--- config.mk ---
export PLATFORM = sky130hd
export DESIGN_NAME = msp_cfg
export DESIGN_NICKNAME = d
export VERILOG_FILES = /design/src/sv/msp_pkg.sv /design/src/sv/msp_cfg.sv
export SDC_FILE = /design/constraint.sdc
export NUM_CORES = 1
export LEC_CHECK = 0
export BUFFER_PORTS_ARGS = -buffer_cell sky130_fd_sc_hd__buf_2
export CAP_MARGIN = 25
export CORE_MARGIN = 5
export CORE_UTILIZATION = 53
export CTS_BUF_LIST = sky130_fd_sc_hd__clkbuf_8
export DETAILED_ROUTE_END_ITERATION = 10
export GPL_TIMING_DRIVEN = 1
export PLACE_DENSITY = 0.84
export SLEW_MARGIN = 20
export SYNTH_ARGS = -nofsm -noshare
export SYNTH_HDL_FRONTEND = slang
export SYNTH_SLANG_ARGS = --single-unit
--- constraint.sdc ---
create_clock -name clk -period 1.4 [get_ports clk]
set_input_delay 0.21 -clock clk [delete_from_list [all_inputs] [get_ports clk]]
set_output_delay 0.21 -clock clk [all_outputs]
set_load 0.05 [all_outputs]
--- src/sv/msp_pkg.sv ---
// ----------------------------------------------------------------------------
// msp_pkg: shared types and constants for the motor speed PID unit
// Field widths, register indexes, limits and the structs passed between the
// configuration block, the PID core and the top level.
// ----------------------------------------------------------------------------
package msp_pkg;

  // Loop geometry
  localparam int MOTORS    = 4;
  localparam int MIDX_W    = 2;   // index into per-motor state
  localparam int SLOTS     = 4;   // command slots in the frame
  localparam int FRAC_BITS = 8;

  // Field widths
  localparam int MOTOR_W   = 3;
  localparam int SPEED_W   = 16;
  localparam int ERR_W     = 17;
  localparam int DIFF_W    = 18;
  localparam int INT_W     = 22;
  localparam int GAIN_W    = 24;
  localparam int DZ_W      = 16;
  localparam int ISTART_W  = 17;
  localparam int IMAX_W    = 20;
  localparam int CUR_W     = 15;
  localparam int SLOT_W    = 16;
  localparam int FRAME_W   = 64;
  localparam int SUM_W     = 48;

  // Current limit
  localparam int CUR_LIMIT = 10000;

  // Configuration port
  localparam int CFG_IDX_W  = 3;
  localparam int CFG_DATA_W = 24;

  localparam logic [CFG_IDX_W-1:0] REG_KP     = 3'd0;
  localparam logic [CFG_IDX_W-1:0] REG_KI     = 3'd1;
  localparam logic [CFG_IDX_W-1:0] REG_KD     = 3'd2;
  localparam logic [CFG_IDX_W-1:0] REG_DZ     = 3'd3;
  localparam logic [CFG_IDX_W-1:0] REG_ISTART = 3'd4;
  localparam logic [CFG_IDX_W-1:0] REG_IMAX   = 3'd5;

  localparam logic signed [GAIN_W-1:0] KP_RESET = 24'sd5120;

  // Stream widths
  localparam int IN_TDATA_W  = 40;
  localparam int OUT_TDATA_W = 88;

  typedef struct packed {
    logic signed [GAIN_W-1:0] kp;
    logic signed [GAIN_W-1:0] ki;
    logic signed [GAIN_W-1:0] kd;
    logic [DZ_W-1:0]          dead_zone;
    logic [ISTART_W-1:0]      integral_start;
    logic [IMAX_W-1:0]        integral_max;
  } cfg_t;

  typedef struct packed {
    logic signed [SPEED_W-1:0] target_speed;
    logic signed [SPEED_W-1:0] measured_speed;
    logic [MOTOR_W-1:0]        motor_number;
  } in_item_t;

  typedef struct packed {
    logic [FRAME_W-1:0]      frame_payload;
    logic                    current_clipped;
    logic signed [CUR_W-1:0] drive_current;
    logic [MOTOR_W-1:0]      motor_slot;
  } result_t;

endpackage

--- src/sv/msp_cfg.sv ---
// ----------------------------------------------------------------------------
// msp_cfg: configuration registers
// Holds gains, dead zone and integral limits; written through a plain write
// port, unknown indexes are ignored.
// ----------------------------------------------------------------------------
module msp_cfg (
  input  logic                           clk,
  input  logic                           rst,
  input  logic                           cfg_we,
  input  logic [msp_pkg::CFG_IDX_W-1:0]  cfg_index,
  input  logic [msp_pkg::CFG_DATA_W-1:0] cfg_data,
  output msp_pkg::cfg_t                  cfg
);
  import msp_pkg::*;

  // Decode the index and load the addressed register
  always_ff @(posedge clk) begin
    if (rst) begin
      cfg.kp             <= KP_RESET;
      cfg.ki             <= '0;
      cfg.kd             <= '0;
      cfg.dead_zone      <= '0;
      cfg.integral_start <= '0;
      cfg.integral_max   <= '0;
    end else if (cfg_we) begin
      unique case (cfg_index)
        REG_KP:     cfg.kp             <= signed'(cfg_data[GAIN_W-1:0]);
        REG_KI:     cfg.ki             <= signed'(cfg_data[GAIN_W-1:0]);
        REG_KD:     cfg.kd             <= signed'(cfg_data[GAIN_W-1:0]);
        REG_DZ:     cfg.dead_zone      <= cfg_data[DZ_W-1:0];
        REG_ISTART: cfg.integral_start <= cfg_data[ISTART_W-1:0];
        REG_IMAX:   cfg.integral_max   <= cfg_data[IMAX_W-1:0];
        default: ;
      endcase
    end
  end

endmodule

==> metrics, run 1 <==
CP Class=flip-flop to primary output; Post-CTS Hold Fix Bufs=0; wirelength, routed=12000 um; CTS sink cnt=125; Leakage=3.35 nW; row count=35; Layout area overhead=26.5%; slowest CP cell=dfxtp_1; Fill cells=721; Critical Path RT=1.19 ns; Mapped Nets=469; Setup WS pre-CTS=0.0804 ns; Logic pwr share=10.3%; minimum clock period=1.27 ns; overflow left after global routing=0; io pins=155; final setup fails=0; DRC viols=0; Crit Path Max Fanout=2; Skew-Pair Late Insertion Delay=0.41 ns; Die Wd=107 um; CP arrival=1.06 ns; setup bufs post-CTS=0; post-synthesis cell count=439; VDD IR max=753 uV; Yosys reg bits=125; Layout Nets=627; Tcrit/Tclk final=90.4%; All-Layer GR Usage=21.5%; Reg with most FFs=cfg; Seq/Total Area, Yosys=50.6%; maximum root-to-sink buffer count=2; Buffers on Ports=154; final hold violation count=0; vias in the first global route=3793; Crit path largest cell delay=0.37 ns; Crit path buffers/inverters=1; Worst Hold Slack=0.100 ns; Net Sw Frac=24.8%; Final Wtd Congestion=0.768; dpl cells=689; routed vias=3679; path length in cells of the critical path=1; CTS Root Cell=clkbuf_8; Max Freq=790 MHz; Routed WL per cell=16.7 um; status=finished, final reports clean; Synth cell types=13; biggest regs=cfg (125); Core ar.=9150 um^2; CP endpoint kind=primary output; Syn Std Cell Area=4940 um^2; CP top delay family=flip-flops; slew at the pin closest to its max-slew limit=0.328 ns; vias per std cell=5.12; H-tree levels=4; commonest non-fill, non-tap cell in the layout=buf_2; Pwr Density=1210 nW/um^2; most frequent cells in the layout=buf_2 (154), nand2b_1 (147), mux2i_1 (125), dfxtp_1 (125), clkbuf_8 (19); largest net degree at the start of global routing=41; mean post-synth cell area=11.3 um^2; R2R depth=2; Finished Layout Cells=718; first-pass GRT wire length=19300 um; Worst Setup Slack, final=0.134 ns; RSZ-0062 raised after global routing=no; hold crit path type=input pin to flip-flop; crit start category=flip-flop; CTS tree=built; Initial Util=54.0%; internal power=5.70 mW; Die Footprint=11400 um^2; Max-Cap Viols=0; Cell Chain, Critical Path=buf_2; Seq pwr share=48.6%; initial DRC count=107; Inserted Diodes=0; Final Skew=0 ns; DPL Wire Length=8480 um; Num CTS Buffers=17; Pre-antenna DRT Iters=5; Max Slew Vio Count=0; TNS Setup=0 ns; post-CTS resize count=0; Clock Pin Slew Worst Setup and Hold Paths=0.06 ns; relative slew slack=78.2%; post-route antenna net violation count=0; initial antenna violation count=0; power share of the clock group=41.1%; total net switching power=1.88 mW; share of cells above drive strength 1=32.9%; Largest register FFs=125; Die Height=107 um; Worst Hold Depth=3; Ys Warns=0
synthesized netlist by cell type:
master     number  area [um^2]
nand2b_1      147          920
nor2_1          4         15.0
dfxtp_1       125         2500
mux2i_1       125         1250
nand4b_1        2         17.5
buf_2           8         40.0
buf_4           6         45.0
or4b_4          1         13.8
clkbuf_1       15         56.3
nand4bb_1       3         33.8
buf_6           1         11.3
nor4b_4         1         23.8
and4bb_2        1         12.5
final timing paths:
kind | slack [ns] | start | to
hold reg to reg | 0.47 | cfg[89]$_SDFFE_PP0P_ | cfg[89]$_SDFFE_PP0P_
setup / recovery | 0.13 | cfg[24]$_SDFFE_PP0P_ | cfg[24]
hold / removal | 0.10 | cfg_data[12] | cfg[113]$_SDFFE_PP1P_
setup reg to reg | 0.70 | cfg[106]$_SDFFE_PP0P_ | cfg[106]$_SDFFE_PP0P_
power by group through the flow:
stage / Sequential [mW] / Clock [mW] / Combinational, mW
final: 3.68 / 3.11 / 0.782
after global routing: 3.69 / 3.35 / 0.826
after CTS: 3.68 / 3.18 / 0.787
after detailed placement: 3.76 / 0 / 0.784
after global placement: 3.75 / 0 / 0.769
after floorplan: 4.03 / 0 / 0.288
stage by stage:
stage / instance area, um^2 / total power [mW] / utilization [%]
3_3_place_gp: 5870 / 4.52 / 64.1
6_report: 6250 / 7.58 / 68.3
4_1_cts: 6250 / 7.64 / 68.3
2_1_floorplan: 4940 / 4.31 / -
5_1_grt: 6250 / 7.87 / 68.3
3_5_place_dp: 5870 / 4.54 / 64.1
final cells by class:
class	instances	area, um^2	share of cell area (%)
Tap cell	111	139	2.22
Timing Repair Buffer	169	933	14.9
Clock buffer	19	262	4.18
Multi-Input combinational cell	284	2290	36.7
Sequential cell	125	2500	40.0
Clock inverter	10	125	2.00
kinds of logic after synthesis:
kind of cell / Yosys count / share of synthesized area, %
and+or+nand+nor: 159 / 21.0
muxes: 125 / 25.3
DFF: 125 / 50.6
buffers and inverters: 30 / 3.09
metal layers:
layer	global-route usage (%)	part of all wire, %	wire [um]
met1	26.0	43	5170
met2	35.7	48	5740
met3	9.05	8.1	975
met4	4.93	0.83	99
met5	0	0	0
Note: power is estimated with default switching activity, not from simulation.
==> run 2, diff against run 1 <==
--- a/config.mk
+++ b/config.mk
@@ -7,12 +7,14 @@
 export LEC_CHECK = 0
 export BUFFER_PORTS_ARGS = -buffer_cell sky130_fd_sc_hd__buf_2
 export CAP_MARGIN = 25
+export CORE_ASPECT_RATIO = 2
 export CORE_MARGIN = 5
 export CORE_UTILIZATION = 53
 export CTS_BUF_LIST = sky130_fd_sc_hd__clkbuf_8
 export DETAILED_ROUTE_END_ITERATION = 10
 export GPL_TIMING_DRIVEN = 1
 export PLACE_DENSITY = 0.84
+export RECOVER_POWER = 100
 export SLEW_MARGIN = 20
 export SYNTH_ARGS = -nofsm -noshare
 export SYNTH_HDL_FRONTEND = slang
==> constraint.sdc (replaced) <==
create_clock -name clk -period 1.3 [get_ports clk]
set_input_delay 0.195 -clock clk [delete_from_list [all_inputs] [get_ports clk]]
set_output_delay 0.195 -clock clk [all_outputs]
set_load 0.05 [all_outputs]
==> run 2 against run 1 <==
Compared with the run above:
- clock skew did not move
- non-clock buffer count up 5
- first-iteration DRC count up 19%
- largest cell class unchanged
==> metrics, run 2 (same netlist as run 1, synthesis figures left out) <==
Max Freq=793 MHz; Pwr Total=8.17 mW (was 7.58 mW); Endpoint, Worst Hold=cfg[113]$_SDFFE_PP1P_ (unchanged); met2 Usage GRT=37.7% (was 35.7%); post-route antenna net violation count=0 (unchanged); share of cells above drive strength 1=32.2% (was 32.9%); met3 Track Usage GR=4.88% (was 9.05%); Core ar.=9260 um^2 (was 9150 um^2); dpl cells=687 (was 689); CTS sink cnt=125 (unchanged); busiest layer in global routing=met2 (unchanged); Layout area overhead=26.1% (was 26.5%); worst reg2reg endpoint=cfg[123]$_SDFFE_PP0P_ (was cfg[106]$_SDFFE_PP0P_); Clock Pin Slew Worst Setup and Hold Paths=0.08 ns (was 0.06 ns); Leakage=3.26 nW (was 3.35 nW); Setup WS pre-CTS=0.0247 ns (was 0.0804 ns); Reg with most FFs=cfg (unchanged); Worst Hold Depth=3 (unchanged); Cell Chain, Critical Path=buf_2 (unchanged); initial antenna violation count=0 (unchanged); Num CTS Buffers=17 (unchanged); worst r2r src=cfg[123]$_SDFFE_PP0P_ (was cfg[106]$_SDFFE_PP0P_); vias per std cell=5.10 (was 5.12); Die Wd=78.3 um (was 107 um); slowest CP cell=dfxtp_1 (unchanged); Layout Nets=632 (was 627); Pre-antenna DRT Iters=4 (was 5); overflow left after global routing=0 (unchanged); H-tree levels=4 (unchanged); Seq. cell area=2500 um^2 (unchanged); DRC viols=0 (unchanged); first-pass GRT wire length=18800 um (was 19300 um); Inserted Diodes=0 (unchanged); CP arrival=1.07 ns (was 1.06 ns); slew at the pin closest to its max-slew limit=0.654 ns (was 0.328 ns); Fill cells=734 (was 721); maximum root-to-sink buffer count=2 (unchanged); Largest register FFs=125 (unchanged); VDD IR max=1080 uV (was 753 uV); minimum clock period=1.26 ns; Tcrit/Tclk final=97.0%; wirelength, routed=11800 um (was 12000 um); Finished Layout Cells=719 (was 718); initial DRC count=127 (was 107); TNS Setup=0 ns (unchanged); CTS tree=built (unchanged); CP Class=flip-flop to primary output (unchanged); final setup fails=0 (unchanged); Pwr Density=1310 nW/um^2 (was 1210 nW/um^2); Crit path largest cell delay=0.37 ns (about the same); relative slew slack=56.4% (was 78.2%); Initial Util=53.4% (was 54.0%); row count=50 (was 35); Routed WL per cell=16.4 um (was 16.7 um); commonest non-fill, non-tap cell in the layout=nand2b_1 (was buf_2); hold crit path type=input pin to flip-flop (unchanged); largest net degree at the start of global routing=59 (was 41); Skew-Pair Late Insertion Delay=0.41 ns (about the same); Final Skew=0 ns (unchanged); Die Footprint=11500 um^2 (was 11400 um^2); reg2reg setup slack=0.65 ns (was 0.70 ns); Max Slew Vio Count=0 (unchanged); DPL Wire Length=8610 um (was 8480 um); CTS Root Cell=clkbuf_8 (unchanged); Critical Path RT=1.11 ns (was 1.19 ns); status=finished, final reports clean (unchanged); Buffers on Ports=154 (unchanged); vias in the first global route=3830 (was 3793); R2R depth=2 (unchanged); M1 GR Usage=22.0% (was 26.0%); Post-CTS Hold Fix Bufs=0 (unchanged); CP endpoint kind=primary output (unchanged); RSZ-0062 raised after global routing=no (unchanged); CP top delay family=flip-flops (unchanged); Final Wtd Congestion=0.783 (was 0.768); Crit path buffers/inverters=1 (unchanged); Max-Cap Viols=0 (unchanged); Crit Path Max Fanout=2 (unchanged); routed vias=3669 (was 3679); biggest regs=cfg (125) (unchanged); io pins=155 (unchanged); crit start category=flip-flop (unchanged); Worst Setup Slack, final=0.0386 ns (was 0.134 ns); All-Layer GR Usage=20.9% (was 21.5%); final hold violation count=0 (unchanged); Hold Startpoint=cfg_data[12] (unchanged); most frequent cells in the layout=nand2b_1 (147), mux2i_1 (125), dfxtp_1 (125) (was buf_2 (154), nand2b_1 (147), mux2i_1 (125), dfxtp_1 (125), clkbuf_8 (19)); Die Height=147 um (was 107 um); area occupied by multi-input gates=2270 um^2 (was 2290 um^2)
## run 2: cell types whose count changed in the layout (fill, tap and decap cells not counted), sizes merged
cell	delta
clkbuf	+103
buf	-99
clkinv	+2
clkinvlp	+1
inv	+1
## run 2: what timing repair did
item / in CTS / in global routing
buffers inserted: 0 / 0
setup endpoints to repair: 1 / 2
resized for setup: 1 / 2
## run 2: worst max-delay path by stage
stage / end / from / cells after the start
finish: cfg[32] / cfg[32]$_SDFFE_PP0P_ / 1
CTS: cfg[103] / cfg[103]$_SDFFE_PP0P_ / 1
global route: cfg[63] / cfg[63]$_SDFFE_PP0P_ / 1
detailed placement: cfg[104]$_SDFFE_PP0P_ / cfg_index[1] / 5
floorplan: cfg[114]$_SDFFE_PP0P_ / cfg_index[1] / 3
global placement: cfg[116]$_SDFFE_PP0P_ / cfg_index[1] / 3
## run 2: stage by stage
step           utilization (%)  hold WS (ns)  cell area, um^2
3_3_place_gp              63.9         0.457             5920
4_1_cts                   68.3        0.0375             6320
3_5_place_dp              63.9         0.462             5920
2_1_floorplan                -         0.362             4940
6_report                  67.3        0.0731             6230
5_1_grt                   67.3        0.0657             6230
## run 2: final cells by class
cell class,count,area share [%]
repair buffers,174,14.9
clock buffers,18,3.97
clock inverters,14,2.47
multi-input cells,284,36.4
well taps,104,2.09
flip-flops and latches,125,40.1
## run 2: where the power goes
group          switching (mW)  leakage (nW)  total [mW]  internal (mW)
registers              0.0473          1.01        3.96           3.91
logic                   0.558          2.04       0.836          0.278
clock network            1.46         0.212        3.37           1.92
## run 2: layer usage
metal | wire [um] | up-vias
met2 | 6430 | 110
met3 | 543 | 27
met4 | 354 | 0
met1 | 4490 | 1746
li1 | - | 1786
met5 | 0 | -
